File: src/assert_macros.svh
// assertion helpers for the scheduler core
`ifndef ASSERT_MACROS_SVH
`define ASSERT_MACROS_SVH

`ifndef NO_ASSERTIONS

`define ASSERT_PROP(lbl, clk, rst_n, prop, msg) \
    lbl: assert property (@(posedge clk) disable iff (!rst_n) prop) else $error(msg);

`define ASSERT_NEVER(lbl, clk, rst_n, expr, msg) \
    lbl: assert property (@(posedge clk) disable iff (!rst_n) !(expr)) else $error(msg);

`else

`define ASSERT_PROP(lbl, clk, rst_n, prop, msg)

`define ASSERT_NEVER(lbl, clk, rst_n, expr, msg)

`endif

`endif

File: src/ptts_pkg.sv
package ptts_pkg;

    localparam int NUM_SLOTS = 8;
    localparam int IDX_W     = ($clog2(NUM_SLOTS) > 3) ? $clog2(NUM_SLOTS) : 3;

    localparam logic [2:0] OP_TICK    = 3'd0;
    localparam logic [2:0] OP_CREATE  = 3'd1;
    localparam logic [2:0] OP_DELETE  = 3'd2;
    localparam logic [2:0] OP_SUSPEND = 3'd3;
    localparam logic [2:0] OP_RESUME  = 3'd4;

    localparam logic [2:0] ST_DUE     = 3'd0;
    localparam logic [2:0] ST_NONE    = 3'd1;
    localparam logic [2:0] ST_CREATED = 3'd2;
    localparam logic [2:0] ST_TAKEN   = 3'd3;
    localparam logic [2:0] ST_DONE    = 3'd4;

    typedef struct packed {
        logic        apply;
        logic [2:0]  op;
        logic [2:0]  slot;
        logic [15:0] period;
        logic [15:0] delay;
    } t_cmd;

    typedef struct packed {
        logic tok;
        logic fire;
        logic hit;
        logic occ_hit;
    } t_cell_stat;

endpackage

File: src/ptts_in_if.sv
interface ptts_in_if;
    logic        valid;
    logic        ready;
    logic [2:0]  op;
    logic [2:0]  task_slot;
    logic [15:0] period_ticks;
    logic [15:0] initial_delay;

    modport source (output valid, op, task_slot, period_ticks, initial_delay, input ready);
    modport sink   (input valid, op, task_slot, period_ticks, initial_delay, output ready);
endinterface

File: src/ptts_out_if.sv
interface ptts_out_if;
    logic       valid;
    logic       ready;
    logic [2:0] status;
    logic [2:0] fired_slot;
    logic       last_result;

    modport source (output valid, status, fired_slot, last_result, input ready);
    modport sink   (input valid, status, fired_slot, last_result, output ready);
endinterface

File: src/ptts_cell.sv
module ptts_cell (
    input  logic                     i_clk,
    input  logic                     i_rst_n,
    input  logic [ptts_pkg::IDX_W-1:0] i_index,
    input  ptts_pkg::t_cmd           i_cmd,
    input  logic                     i_tok,
    input  logic                     i_shift,
    input  logic                     i_step,
    output ptts_pkg::t_cell_stat     o_stat
);
    import ptts_pkg::*;

    logic        r_tok, n_tok;
    logic        r_occ, n_occ;
    logic        r_susp, n_susp;
    logic [15:0] r_period, n_period;
    logic [15:0] r_cd, n_cd;
    logic        sel;
    logic        visit;

    assign sel   = i_cmd.apply && (IDX_W'(i_cmd.slot) == i_index);
    assign visit = r_tok && i_step;

    always_comb begin
        n_tok    = i_shift ? i_tok : r_tok;
        n_occ    = r_occ;
        n_susp   = r_susp;
        n_period = r_period;
        n_cd     = r_cd;
        if (sel) begin
            case (i_cmd.op)
                OP_CREATE: begin
                    if (!r_occ) begin
                        n_occ    = 1'b1;
                        n_susp   = 1'b0;
                        n_period = i_cmd.period;
                        n_cd     = i_cmd.delay;
                    end
                end
                OP_DELETE:  n_occ  = 1'b0;
                OP_SUSPEND: n_susp = 1'b1;
                OP_RESUME:  n_susp = 1'b0;
                default: ;
            endcase
        end else if (visit && !r_susp) begin
            if (r_cd != 16'd0) begin
                n_cd = r_cd - 16'd1;
            end else if (r_occ) begin
                n_cd = r_period - 16'd1;
            end
        end
    end

    always_ff @(posedge i_clk) begin
        if (!i_rst_n) begin
            r_tok    <= 1'b0;
            r_occ    <= 1'b0;
            r_susp   <= 1'b0;
            r_period <= 16'd0;
            r_cd     <= 16'd0;
        end else begin
            r_tok    <= n_tok;
            r_occ    <= n_occ;
            r_susp   <= n_susp;
            r_period <= n_period;
            r_cd     <= n_cd;
        end
    end

    assign o_stat.tok     = r_tok;
    assign o_stat.fire    = r_tok && !r_susp && (r_cd == 16'd0) && r_occ;
    assign o_stat.hit     = sel;
    assign o_stat.occ_hit = sel && r_occ;

endmodule

File: src/periodic_task_tick_scheduler_core.sv
// create, delete, suspend, resume and spare opcodes: one beat out, in the cycle after acceptance
// tick: a visit token walks the slot cells one per cycle while the sink keeps up;
// a due beat waiting on the sink stalls the walk
// one item at a time; the next item is taken once the last result is registered
// reset (synchronous, active low) empties all slots and clears countdowns
`include "assert_macros.svh"

module periodic_task_tick_scheduler_core (
    input logic      i_clk,
    input logic      i_rst_n,
    ptts_in_if.sink  i_in,
    ptts_out_if.source o_out
);
    import ptts_pkg::*;

    typedef enum logic [1:0] {S_IDLE, S_TICK, S_FLUSH} t_state;

    t_state             r_state;
    logic [IDX_W-1:0]   r_idx;
    logic               r_pend;
    logic [2:0]         r_pend_slot;
    logic               r_out_valid;
    logic [2:0]         r_status;
    logic [2:0]         r_fired_slot;
    logic               r_last;

    t_cmd               cmd;
    t_cell_stat         stat [NUM_SLOTS];
    logic [NUM_SLOTS-1:0] tok_vec, fire_vec, hit_vec, occ_vec;
    logic               out_free;
    logic               in_acc;
    logic               start;
    logic               fire_any;
    logic               step;
    logic               beat_load;

    assign out_free   = !r_out_valid || o_out.ready;
    assign i_in.ready = (r_state == S_IDLE) && out_free;
    assign in_acc     = i_in.valid && i_in.ready;
    assign start      = in_acc && (i_in.op == OP_TICK);

    assign cmd.apply  = in_acc && (i_in.op != OP_TICK);
    assign cmd.op     = i_in.op;
    assign cmd.slot   = i_in.task_slot;
    assign cmd.period = i_in.period_ticks;
    assign cmd.delay  = i_in.initial_delay;

    assign fire_any = |fire_vec;
    assign step     = (r_state == S_TICK) && (!fire_any || !r_pend || out_free);

    assign beat_load = cmd.apply || (step && fire_any && r_pend)
                     || ((r_state == S_FLUSH) && out_free);

    for (genvar k = 0; k < NUM_SLOTS; k++) begin : g_cell
        logic tok_in;
        if (k == 0) begin : g_head
            assign tok_in = start;
        end else begin : g_link
            assign tok_in = stat[k-1].tok;
        end

        ptts_cell u_cell (
            .i_clk   (i_clk),
            .i_rst_n (i_rst_n),
            .i_index (IDX_W'(k)),
            .i_cmd   (cmd),
            .i_tok   (tok_in),
            .i_shift (step || start),
            .i_step  (step),
            .o_stat  (stat[k])
        );

        assign tok_vec[k]  = stat[k].tok;
        assign fire_vec[k] = stat[k].fire;
        assign hit_vec[k]  = stat[k].hit;
        assign occ_vec[k]  = stat[k].occ_hit;
    end

    always_ff @(posedge i_clk) begin
        if (!i_rst_n) begin
            r_state     <= S_IDLE;
            r_idx       <= '0;
            r_pend      <= 1'b0;
            r_out_valid <= 1'b0;
        end else begin
            if (beat_load) begin
                r_out_valid <= 1'b1;
            end else if (r_out_valid && o_out.ready) begin
                r_out_valid <= 1'b0;
            end
            case (r_state)
                S_IDLE: begin
                    if (in_acc) begin
                        if (i_in.op == OP_TICK) begin
                            r_state <= S_TICK;
                            r_idx   <= '0;
                            r_pend  <= 1'b0;
                        end else begin
                            r_fired_slot <= i_in.task_slot;
                            r_last       <= 1'b1;
                            if (i_in.op == OP_CREATE) begin
                                r_status <= ((|hit_vec) && !(|occ_vec)) ? ST_CREATED
                                                                        : ST_TAKEN;
                            end else begin
                                r_status <= ST_DONE;
                            end
                        end
                    end
                end
                S_TICK: begin
                    if (step) begin
                        r_idx <= r_idx + IDX_W'(1);
                        if (fire_any) begin
                            if (r_pend) begin
                                r_status     <= ST_DUE;
                                r_fired_slot <= r_pend_slot;
                                r_last       <= 1'b0;
                            end
                            r_pend      <= 1'b1;
                            r_pend_slot <= r_idx[2:0];
                        end
                        if (tok_vec[NUM_SLOTS-1]) begin
                            r_state <= S_FLUSH;
                        end
                    end
                end
                S_FLUSH: begin
                    if (out_free) begin
                        r_last       <= 1'b1;
                        r_status     <= r_pend ? ST_DUE : ST_NONE;
                        r_fired_slot <= r_pend ? r_pend_slot : 3'd0;
                        r_state      <= S_IDLE;
                    end
                end
                default: r_state <= S_IDLE;
            endcase
        end
    end

    assign o_out.valid       = r_out_valid;
    assign o_out.status      = r_status;
    assign o_out.fired_slot  = r_fired_slot;
    assign o_out.last_result = r_last;

    // visit token is never duplicated
    `ASSERT_PROP(a_tok_onehot, i_clk, i_rst_n, $onehot0(tok_vec), "more than one visit token")
    `ASSERT_NEVER(a_idle_no_tok, i_clk, i_rst_n, (r_state == S_IDLE) && |tok_vec, "stray token")
    `ASSERT_PROP(a_cmd_beat, i_clk, i_rst_n, cmd.apply |=> r_out_valid, "command gave no beat")
    `ASSERT_PROP(a_tick_walk, i_clk, i_rst_n, start |=> tok_vec[0], "walk did not start")

endmodule

File: src/flat_wrapper.sv
// flat-port wrapper written by rule: the top's interface ports become plain ports
module periodic_task_tick_scheduler_core_flat import ptts_pkg::*;
  (i_clk, i_rst_n, i_in_valid, i_in_op, i_in_task_slot, i_in_period_ticks, i_in_initial_delay, i_in_ready, o_out_valid, o_out_status, o_out_fired_slot, o_out_last_result, o_out_ready);
  ptts_in_if i_in_i ();
  ptts_out_if o_out_i ();
  input logic i_clk;
  input logic i_rst_n;
  input wire logic [$bits(i_in_i.valid)-1:0] i_in_valid;
  input wire logic [$bits(i_in_i.op)-1:0] i_in_op;
  input wire logic [$bits(i_in_i.task_slot)-1:0] i_in_task_slot;
  input wire logic [$bits(i_in_i.period_ticks)-1:0] i_in_period_ticks;
  input wire logic [$bits(i_in_i.initial_delay)-1:0] i_in_initial_delay;
  output wire logic [$bits(i_in_i.ready)-1:0] i_in_ready;
  output wire logic [$bits(o_out_i.valid)-1:0] o_out_valid;
  output wire logic [$bits(o_out_i.status)-1:0] o_out_status;
  output wire logic [$bits(o_out_i.fired_slot)-1:0] o_out_fired_slot;
  output wire logic [$bits(o_out_i.last_result)-1:0] o_out_last_result;
  input wire logic [$bits(o_out_i.ready)-1:0] o_out_ready;
  assign i_in_i.valid = i_in_valid;
  assign i_in_i.op = i_in_op;
  assign i_in_i.task_slot = i_in_task_slot;
  assign i_in_i.period_ticks = i_in_period_ticks;
  assign i_in_i.initial_delay = i_in_initial_delay;
  assign i_in_ready = i_in_i.ready;
  assign o_out_valid = o_out_i.valid;
  assign o_out_status = o_out_i.status;
  assign o_out_fired_slot = o_out_i.fired_slot;
  assign o_out_last_result = o_out_i.last_result;
  assign o_out_i.ready = o_out_ready;
  periodic_task_tick_scheduler_core u_core (.i_clk(i_clk), .i_rst_n(i_rst_n), .i_in(i_in_i), .o_out(o_out_i));
endmodule
File: config.mk
export PLATFORM = sky130hd
export DESIGN_NAME = periodic_task_tick_scheduler_core_flat
export DESIGN_NICKNAME = d
export VERILOG_FILES = /design/src/ptts_pkg.sv /design/src/ptts_in_if.sv /design/src/ptts_out_if.sv /design/src/ptts_cell.sv /design/src/periodic_task_tick_scheduler_core.sv /design/src/flat_wrapper.sv
export VERILOG_INCLUDE_DIRS = /design/src /design/src/src
export SDC_FILE = /design/constraint.sdc
export NUM_CORES = 1
export LEC_CHECK = 0
export ABC_CLOCK_PERIOD_IN_PS = 4150
export BUFFER_PORTS_ARGS = -buffer_cell sky130_fd_sc_hd__buf_2
export CAP_MARGIN = 20
export CELL_PAD_IN_SITES_DETAIL_PLACEMENT = 1
export CELL_PAD_IN_SITES_GLOBAL_PLACEMENT = 1
export CORE_UTILIZATION = 48
export DETAILED_ROUTE_END_ITERATION = 7
export PLACE_DENSITY_LB_ADDON = 0.3
export SYNTH_ARGS = -nofsm -noshare
export SYNTH_HDL_FRONTEND = slang
export SYNTH_SLANG_ARGS = --single-unit
File: constraint.sdc
create_clock -name i_clk -period 4.15 [get_ports i_clk]
set_input_delay 0.83 -clock i_clk [delete_from_list [all_inputs] [get_ports i_clk]]
set_output_delay 0.83 -clock i_clk [all_outputs]
set_load 0.02 [all_outputs]
======== Word-level counts from Yosys, hierarchy flattened ========
Cells that the tools add are included.
cells by class
  order comparisons ....................... 0
  add/subtract/negate cells ............... 17
  div/mod/pow operators ................... 0
  eq/ne operators ......................... 45
  muxes and demuxes ....................... 107
  shift-type cells ........................ 0
  reductions and logical operators ........ 165
  multiply operators ...................... 0
  bitwise gates (word level) .............. 8
operators by type and width
  operator               count
  $mux 16                48
  $sub 16x1->16 const B  16
  $logic_not 16->1       8
  $reduce_bool 16->1     8
  $logic_and 1x1->1      66
  $mux 3                 17
  $reduce_and 3->1       16
  $ne 2x2->1 const B     20
  $reduce_and 4->1       10
  $reduce_bool 3->1      11
  $pmux 1 s3             9
  $ne 2x1->1 const B     12
  $reduce_or 8->1        3
  $mux 1                 22
  $reduce_bool 2->1      11
  $pmux 3 s3             2
  $reduce_and 2->1       8
  $eq 3x3->1 const B     5
  $eq 3x2->1 const B     4
  $logic_not 1->1        12
  $mux 2                 5
  $reduce_and 5->1       2
  $not 1->1              8
  $reduce_and 8->1       1
  10 further kinds       18
storage, ports and cells
  flip-flop bits (word level) ............. 297
  ROM bits ................................ 0
  bits in latches ......................... 0
  memory bits (writable) .................. 0
  memories ................................ 0
  output and inout bits ................... 9
  input bits .............................. 42

======== Logic depth before layout (Yosys ltp) ========
Gate-level depths: netlist of the first run.
  depth in word-level cells ............... 15
  mapped depth ............................ 18
  mapped depth without buffers ............ 12

======== Modules after synthesis ========
A second synthesis of the first run with hierarchy kept.
unflattened totals
  cells, all modules ...................... 2,432
  area total of the unflattened synthesis .. 18,959.4 um2
modules (own cells, without submodules)
  module                                    instances  area each (um2)  cells each  sequential area each (um2)
  ptts_cell at u_core.g_cell[4].u_cell ...  4          2,316.0          299         700.7
  ptts_cell at u_core.g_cell[0].u_cell ...  3          2,164.6          285         700.7
  ptts_cell at u_core.g_cell[3].u_cell      1          2,199.6          280         700.7
  periodic_task_tick_scheduler_core         1          1,002.2          101         440.4

======== Worst setup path after synthesis of the first run ========
OpenSTA, ideal clock, no wires.
  kind .................................... register to register
  start point ............................. register u_core.g_cell[4].u_cell.r_cd[2]
  end point ............................... register u_core.g_cell[4].u_cell.r_cd[12]
  clock period less this slack ............ 3.711 ns
  arrival ................................. 3.594 ns
  setup slack ............................. 0.439 ns
  required time ........................... 4.033 ns
  cell stages (with the launch flop) ...... 16
  buffers on the path ..................... 4
  path through ............................ dfxtp_1 or4_1 or4_1 clkbuf_1 nor2_1 buf_2 buf_4 a21oi_1 ha_1 or4b_2 or3_1 clkbuf_1 a2111o_1 o211ai_1 nand3_1 o2bb2ai_1
on the way
  longest elaborated chain between the ends .. 12
  elaborated cells between the ends (all ways) .. 18
ends and longest elaborated chain
  what                                line                                     source
  start: declaration                  ptts_cell.sv:17                          logic [15:0] r_cd, n_cd;
  start signal: assignment            ptts_cell.sv:66                          r_cd <= n_cd;
  $logic_not 16->1                    ptts_cell.sv:71                          assign o_stat.fire = r_tok && !r_susp && (r_cd == 16'd0) && r_occ;
  $logic_and 1x1->1 (2 in series)     ptts_cell.sv:71
  $reduce_or 8->1                     periodic_task_tick_scheduler_core.sv:48  assign fire_any = |fire_vec;
  $logic_not 1->1                     periodic_task_tick_scheduler_core.sv:49  assign step = (r_state == S_TICK) && (!fire_any || !r_pend || out_free);
  $logic_or 1x1->1 (2 in series)      periodic_task_tick_scheduler_core.sv:49
  $logic_and 1x1->1                   periodic_task_tick_scheduler_core.sv:49
  $logic_and 1x1->1                   ptts_cell.sv:22                          assign visit = r_tok && i_step;
  $logic_and 1x1->1                   ptts_cell.sv:45                          end else if (visit && !r_susp) begin
  $reduce_bool 2->1 (no source line)  -
  $reduce_and 4->1 (no source line)   -
Several ways; a longest one is shown, not always the timed one. The select of a mux whose other input is x is not followed.
A chain may end at the register's enable or synchronous reset.

======== Worst setup path in the final report of the first run ========
  start point ............................. register u_core.g_cell[0].u_cell.r_cd[6]
  end point ............................... register u_core.g_cell[6].u_cell.r_cd[2]
on the way
  longest elaborated chain between the ends .. 12
ends and longest elaborated chain
  what                                line
  start: declaration                  ptts_cell.sv:17
  start signal: assignment            ptts_cell.sv:66
  $logic_not 16->1                    ptts_cell.sv:71
  $logic_and 1x1->1 (2 in series)     ptts_cell.sv:71
  $reduce_or 8->1                     periodic_task_tick_scheduler_core.sv:48
  $logic_not 1->1                     periodic_task_tick_scheduler_core.sv:49
  $logic_or 1x1->1 (2 in series)      periodic_task_tick_scheduler_core.sv:49
  $logic_and 1x1->1                   periodic_task_tick_scheduler_core.sv:49
  $logic_and 1x1->1                   ptts_cell.sv:22
  $logic_and 1x1->1                   ptts_cell.sv:45
  $reduce_bool 2->1 (no source line)  -
  $reduce_and 4->1 (no source line)   -
  end signal: assignment              ptts_cell.sv:66
  end: declaration                    ptts_cell.sv:17
No other way between the ends.

==> flow_metrics.env, run 1 <==
export IMPL_fp_dieH_um=195
export IMPL_synthToLayoutAreaGrowth_pct=11.3
export IMPL_cts_repair_resized=0
export IMPL_fp_coreArea_mm2=0.0366
export IMPL_cp_max_fo=25
export IMPL_portBuffers=50
export IMPL_hp_class="flip-flop to flip-flop"
export IMPL_crit_arrival_ns=4.23
export IMPL_ys_seq_elements=297
export IMPL_yosys_area_top_type_share_pct=32.2
export IMPL_totalNegativeSetupSlack_ns=0
export IMPL_synth_flop_cell="dfxtp_1"
export IMPL_yosys_area_top_type="dfxtp_1"
export IMPL_num_rows=70
export IMPL_maxCapViolCount=0
export IMPL_wl_per_cell_um=26.1
export IMPL_overflow=0
export IMPL_syn_nets=2369
export IMPL_required_ns=4.62
export IMPL_min_period_over_period_pct=90.8
export IMPL_r2r_end="u_core.g_cell[6].u_cell.r_cd[2]"
export IMPL_dr_pass1_iters=6
export IMPL_antenna_found_initial=7
export IMPL_synth_async_sr_flop_share_pct=0
export IMPL_vdd_ir_drop_max_v=0.000321
export IMPL_status="finished, final reports clean"
export IMPL_numCtsBuffers=37
export IMPL_path_class="flip-flop to flip-flop"
export IMPL_gp_congestion=0.951
export IMPL_fmax_mhz=265
export IMPL_netlist_instances=2315
export IMPL_drv_slew=0
export IMPL_place_ws_ns=0.522
export IMPL_netlist_area_mm2=0.0178
export IMPL_cts_sinks=297
export IMPL_cts_buffer_depth=3
export IMPL_ant_nets=0
export IMPL_r2r_worst_path_cells=9
export IMPL_grt_pass1_vias=19300
export IMPL_reg2reg_from="u_core.g_cell[0].u_cell.r_cd[6]"
export IMPL_fin_nets=2352
export IMPL_worstHoldStart="u_core.r_idx[1]"
export IMPL_leakage_nw=7.47
export IMPL_hpwl_um=46800
export IMPL_min_to="u_core.r_pend_slot[1]"
export IMPL_synth_area_leaders="dfxtp_1 32%, mux2i_1 8.0%, nor2_1 6.4%"
export IMPL_hold_depth=0
export IMPL_vias=19300
export IMPL_syn_avg_cell_area_um2=7.70
export IMPL_path_cells="nor3_1, and4_1, a32o_1, or4_1, buf_4, o21ai_2, buf_4, nor2_1, a311oi_1"
export IMPL_cts_tree="done"
export IMPL_rsz0062_at_grt="no"
export IMPL_dieArea_mm2=0.0379
export IMPL_slew_headroom_pct=28.5
export IMPL_finalHoldViolations=0
export IMPL_crit_top_cell="buf_4"
export IMPL_ctsHoldBuffers=0
export IMPL_setup_ws_ns=0.382
export IMPL_placed_area_mm2=0.0185
export IMPL_worst_slew_pin_slew_ns=1.07
export IMPL_cts_setup_buffers=0
export IMPL_routed_wl_um=73100
export IMPL_grt_max_degree=90
export IMPL_io_pins=51
export IMPL_drt_initial_drc_count=1946
export IMPL_start_util_pct=48.7
export IMPL_routed_via_density=6.88
export IMPL_htreeDepth=2
export IMPL_ys_types=87
export IMPL_clk_pin_slew_ns=0.06
export IMPL_grt_pass1_wl_um=112000
export IMPL_final_area_mm2=0.0198
export IMPL_fillers=4554
export IMPL_drive_gt1_share_pct=10.2
export IMPL_clk_latency_ns=0.57
export IMPL_synth_enable_flop_cells=10
export IMPL_endpoint_kind="flip-flop"
export IMPL_drcViolationCount=0
export IMPL_setup_viol=0
export IMPL_grtUsageTotal_pct=37.9
export IMPL_cts_root_buf="clkbuf_16"
export IMPL_r2r_slack_ns=0.38
export IMPL_crit_slowest_cell="o21ai_2"
export IMPL_yosysSeqAreaShare_pct=33.9
export IMPL_power_density_mw_per_mm2=404
export IMPL_critPathLaunchType="flip-flop"
export IMPL_yosys_warnings=0
export IMPL_min_period_ns=3.77
export IMPL_finClkSkew_ns=0.0180
export IMPL_max_stage_delay_ns=0.85
export IMPL_die_w_um=195
worst max path at each step:
stage                                     from                                to  slack, ns  depth (start not counted)
2_1_floorplan  u_core.g_cell[4].u_cell.r_cd[2]  u_core.g_cell[4].u_cell.r_cd[12]       0.44                         15
3_3_place_gp   u_core.g_cell[4].u_cell.r_cd[7]  u_core.g_cell[4].u_cell.r_cd[12]       0.62                         11
3_5_place_dp   u_core.g_cell[7].u_cell.r_cd[2]  u_core.g_cell[7].u_cell.r_cd[12]       0.52                         11
4_1_cts        u_core.g_cell[0].u_cell.r_cd[6]   u_core.g_cell[6].u_cell.r_cd[2]       0.44                          9
5_1_grt        u_core.g_cell[3].u_cell.r_cd[7]  u_core.g_cell[3].u_cell.r_cd[12]       0.18                         12
6_report       u_core.g_cell[0].u_cell.r_cd[6]   u_core.g_cell[6].u_cell.r_cd[2]       0.38                          9
sequential cells by signal (all words and copies together) (netlist names):
register	flops
u_core.g_cell.u_cell.r_tok	8
u_core.g_cell.u_cell.r_cd	128
u_core.o_out.status	3
u_core.o_out.last_result	1
u_core.r_pend_slot	3
u_core.r_state	2
u_core.g_cell.u_cell.r_period	128
u_core.o_out.valid	1
u_core.o_out.fired_slot	3
u_core.g_cell.u_cell.r_occ	8
u_core.g_cell.u_cell.r_susp	8
u_core.r_pend	1
u_core.r_idx	3
cell families after synthesis:
kind of cell | Yosys count | synth area share (%)
xor gates and xnor gates | 57 | 2.80
DFF | 297 | 33.9
AOI/OAI and AO/OA | 709 | 25.9
muxes | 147 | 8.28
buffers and inverters | 206 | 4.87
and+or+nand+nor | 887 | 23.4
adders and majority gates | 12 | 0.842
layer usage:
layer / up-vias / GRT usage, % / part of all wire, % / wire [µm]
met5: - / 0 / 0.018 / 13
met4: 2 / 25.1 / 6.3 / 4620
met3: 229 / 6.18 / 7.8 / 5680
met2: 883 / 60.5 / 45 / 33200
met1: 9592 / 47.3 / 40 / 29500
li1: 8559 / - / - / -
worst max-delay path, delay by kind of cell, from the launching register on:
| kind | cells | cell delay (ns) |
|---|---|---|
| flops | 1 | 0.44 |
| buf+inv | 2 | 0.52 |
| compound gates | 3 | 1.50 |
| simple gates | 4 | 1.20 |
cells in the mapped netlist (all sizes together) (11+ instances only):
| library cell | number |
|---|---|
| a311oi | 25 |
| and3 | 13 |
| nor4 | 40 |
| ha | 12 |
| o21a | 17 |
| clkbuf | 137 |
| o211ai | 34 |
| o22ai | 12 |
| o21ai | 174 |
| xor2 | 22 |
| a2111oi | 11 |
| o31ai | 40 |
| a211oi | 31 |
| xnor2 | 35 |
| nand3 | 62 |
| o221ai | 12 |
| buf | 41 |
| nand2 | 217 |
| nor2 | 306 |
| nand4 | 20 |
| a31oi | 74 |
| or4 | 18 |
| nor3 | 92 |
| or3 | 48 |
| nand2b | 16 |
| a21oi | 180 |
| nor2b | 14 |
| inv | 27 |
| mux2i | 143 |
| dfxtp | 287 |
per-stage QoR:
stage                     power (mW)  hold slack, ns  std cells  utilization (%)
after floorplan                 3.99           0.434       2315                -
after global placement          4.51           0.448       2724             50.6
after detailed placement        4.58           0.457       2724             50.6
after CTS                       7.96           0.468       2789             54.0
after global routing            8.21           0.492       2796             54.1
final                           8.00           0.484       2799             54.2
cell usage in the layout (no fill, tap or decap), types with 13 or more instances in the layout:
cell         n
nor3_1      90
a211oi_1    29
a311oi_1    22
nand4_1     20
and3_1      13
o21ai_1     14
buf_2       49
inv_1       26
xnor2_1     35
dfxtp_1    287
xor2_1      22
clkbuf_16   39
nor2b_1     14
or4_1       17
buf_4       68
or3_1       48
nand2_1    217
nor2_1     306
o211ai_1    34
nor4_1      36
nand2b_1    16
a31oi_1     74
o31ai_1     40
mux2i_1    143
a21oi_1    180
o21a_1      15
o21ai_0    154
nand3_1     61
layout make-up:
class,count,area [µm²],area share [%]
Multi-Input combinational cell,1812,11000,55.4
Sequential cell,297,6050,30.5
Clock buffer,51,1110,5.60
Timing Repair Buffer,122,831,4.19
Tap cell,468,586,2.95
Clock inverter,14,153,0.770
Inverter,28,110,0.555
Antenna cell,7,17.5,0.0883
power breakdown:
group	internal [mW]	total [mW]	switching [mW]
logic	0.475	1.61	1.14
clock network	2.06	3.40	1.35
registers	2.94	2.99	0.0473
total	5.47	8.00	2.53
(Power assumes the default switching activity.)
==> inputs of run 2 (changes only) <==
--- a/config.mk
+++ b/config.mk
@@ -6,7 +6,7 @@
 export SDC_FILE = /design/constraint.sdc
 export NUM_CORES = 1
 export LEC_CHECK = 0
-export ABC_CLOCK_PERIOD_IN_PS = 4150
+export ABC_CLOCK_PERIOD_IN_PS = 3910
 export BUFFER_PORTS_ARGS = -buffer_cell sky130_fd_sc_hd__buf_2
 export CAP_MARGIN = 20
 export CELL_PAD_IN_SITES_DETAIL_PLACEMENT = 1
==> constraint.sdc (replaced) <==
create_clock -name i_clk -period 3.91 [get_ports i_clk]
set_input_delay 0.782 -clock i_clk [delete_from_list [all_inputs] [get_ports i_clk]]
set_output_delay 0.782 -clock i_clk [all_outputs]
set_load 0.02 [all_outputs]
==> run 2 against run 1 <==
  * Register-to-register slack got worse by 0.24 ns
  * Core utilization grew 0.14 points
  * Sequential share of layout area down 0.072 points
  * Routed wire length down 1.6%
  * Sequential power increased by 6%
  * Critical path type unchanged
==> flow_metrics.env, run 2 (synthesized netlist as in run 1, its figures left out) <==
export IMPL_rsz0062_at_grt="no"
export IMPL_ctsHoldBuffers=0
export IMPL_io_pins=51
export IMPL_fin_nets=2357
export IMPL_die_w_um=195
export IMPL_drt_initial_drc_count=2025
export IMPL_finalHoldViolations=0
export IMPL_final_common_cell="nor2_1"
export IMPL_setup_viol=0
export IMPL_min_period_ns=3.77
export IMPL_worst_slew_pin_slew_ns=1.06
export IMPL_dr_pass1_iters=5
export IMPL_totalNegativeSetupSlack_ns=0
export IMPL_numCtsBuffers=35
export IMPL_finClkSkew_ns=0.0236
export IMPL_start_util_pct=48.7
export IMPL_status="finished, final reports clean"
export IMPL_antenna_found_initial=6
export IMPL_fp_dieH_um=195
export IMPL_path_class="flip-flop to flip-flop"
export IMPL_hp_class="flip-flop to flip-flop"
export IMPL_multi_input_area_mm2=0.0110
export IMPL_synthToLayoutAreaGrowth_pct=11.6
export IMPL_power_density_mw_per_mm2=428
export IMPL_required_ns=4.35
export IMPL_ant_nets=0
export IMPL_fmax_mhz=265
export IMPL_register_area_mm2=0.00605
export IMPL_switching_share_pct=30.9
export IMPL_portBuffers=50
export IMPL_min_period_over_period_pct=96.4
export IMPL_routed_wl_um=71900
export IMPL_cts_setup_buffers=0
export IMPL_overflow=0
export IMPL_endpoint_kind="flip-flop"
export IMPL_htreeDepth=2
export IMPL_vdd_ir_drop_max_v=0.000346
export IMPL_clk_latency_ns=0.56
export IMPL_cts_tree="done"
export IMPL_holdWs_ns=0.483
export IMPL_grtUsageTotal_pct=37.1
export IMPL_leakage_nw=7.49
export IMPL_fp_coreArea_mm2=0.0366
export IMPL_largestRegisters="u_core.g_cell.u_cell.r_cd: 128 flops, u_core.g_cell.u_cell.r_period: 128 flops"
export IMPL_cp_max_fo=10
export IMPL_fillers=4474
export IMPL_clk_pin_slew_ns=0.06
export IMPL_drv_slew=0
export IMPL_internal_power_mw=5.88
export IMPL_p_switching_mw=2.63
export IMPL_grt_pass1_wl_um=109000
export IMPL_grt_pass1_vias=18900
export IMPL_dieArea_mm2=0.0379
export IMPL_vias=19300
export IMPL_slew_headroom_pct=28.4
export IMPL_clkPwrFrac_pct=43.1
export IMPL_wl_per_cell_um=25.7
export IMPL_num_rows=70
export IMPL_cts_root_buf="clkbuf_16"
export IMPL_gp_congestion=0.917
export IMPL_maxCapViolCount=0
export IMPL_r2r_slack_ns=0.14
export IMPL_grt_max_degree=73
export IMPL_cts_sinks=297
export IMPL_pwr_share_seq_pct=37.3
export IMPL_cts_buffer_depth=3
export IMPL_drcViolationCount=0
export IMPL_layout_common_cells="306 x nor2_1, 286 x dfxtp_1, 217 x nand2_1, 180 x a21oi_1, 154 x o21ai_0"
export IMPL_crit_arrival_ns=4.21
export IMPL_critPathLaunchType="flip-flop"
export IMPL_combPwrFrac_pct=19.6
export IMPL_drive_gt1_share_pct=10.5
export IMPL_hpwl_um=46700
export IMPL_routed_via_density=6.88
==> run 2: final cells by class <==
cell class                      instances  area share [%]
Antenna cell                            4          0.0503
Clock buffer                           43            4.97
Clock inverter                         20            1.43
Inverter                               28           0.554
Multi-Input combinational cell       1812            55.2
Sequential cell                       297            30.4
Tap cell                              468            2.95
Timing Repair Buffer                  129            4.39
==> run 2: routing by layer <==
layer / GRT usage [%] / vias to the layer above / part of all wire [%]
met5: 0 / - / 0.040
li1: - / 8558 / -
met2: 59.1 / 912 / 45
met1: 46.8 / 9559 / 41
met4: 24.0 / 4 / 6.3
met3: 5.45 / 233 / 7.8
==> run 2: power groups by stage <==
stage	Sequential [mW]	Combinational [mW]	Clock, mW
2_1_floorplan	3.25	0.985	0
3_3_place_gp	3.23	1.55	0
3_5_place_dp	3.24	1.60	0
4_1_cts	3.17	1.62	3.70
5_1_grt	3.18	1.76	3.81
6_report	3.18	1.67	3.67
==> run 2: worst paths after layout <==
path                                   startpoint                               end  cells after the start
setup / recovery  u_core.g_cell[4].u_cell.r_cd[7]  u_core.g_cell[4].u_cell.r_cd[12]                     11
hold / removal      u_core.g_cell[3].u_cell.r_tok     u_core.g_cell[3].u_cell.r_tok                      2
setup reg to reg  u_core.g_cell[4].u_cell.r_cd[7]  u_core.g_cell[4].u_cell.r_cd[12]                     11
hold reg to reg     u_core.g_cell[3].u_cell.r_tok     u_core.g_cell[3].u_cell.r_tok                      2
==> run 2: repair_timing <==
| item | CTS | global route |
|---|---|---|
| setup endpoints to repair | 0 | 2 |
| gates resized for setup | 0 | 2 |
| hold endpoints to repair | 0 | 0 |
==> run 2: metrics by stage <==
step | total power [mW] | utilization [%] | instance area [µm²] | std cells | setup WS (ns)
5_1_grt | 8.75 | 54.3 | 19900 | 2799 | 0.00735
2_1_floorplan | 4.23 | - | 17800 | 2315 | 0.199
3_3_place_gp | 4.78 | 50.7 | 18500 | 2732 | 0.350
3_5_place_dp | 4.84 | 50.7 | 18500 | 2732 | 0.192
6_report | 8.52 | 54.3 | 19900 | 2801 | 0.141
4_1_cts | 8.49 | 54.1 | 19800 | 2795 | 0.143
==> run 2: critical path, stage by stage, from the launching register on <==
cell and delay [ns]:
dfxtp_1 0.48, or4_1 0.31, or4_4 0.24, nor2_1 0.09, a21oi_1 0.20, ha_1 0.24, or4b_2 0.66, or3_1 0.48
a2111o_1 0.48, mux2i_1 0.23, nand3_1 0.11, o2bb2ai_1 0.14
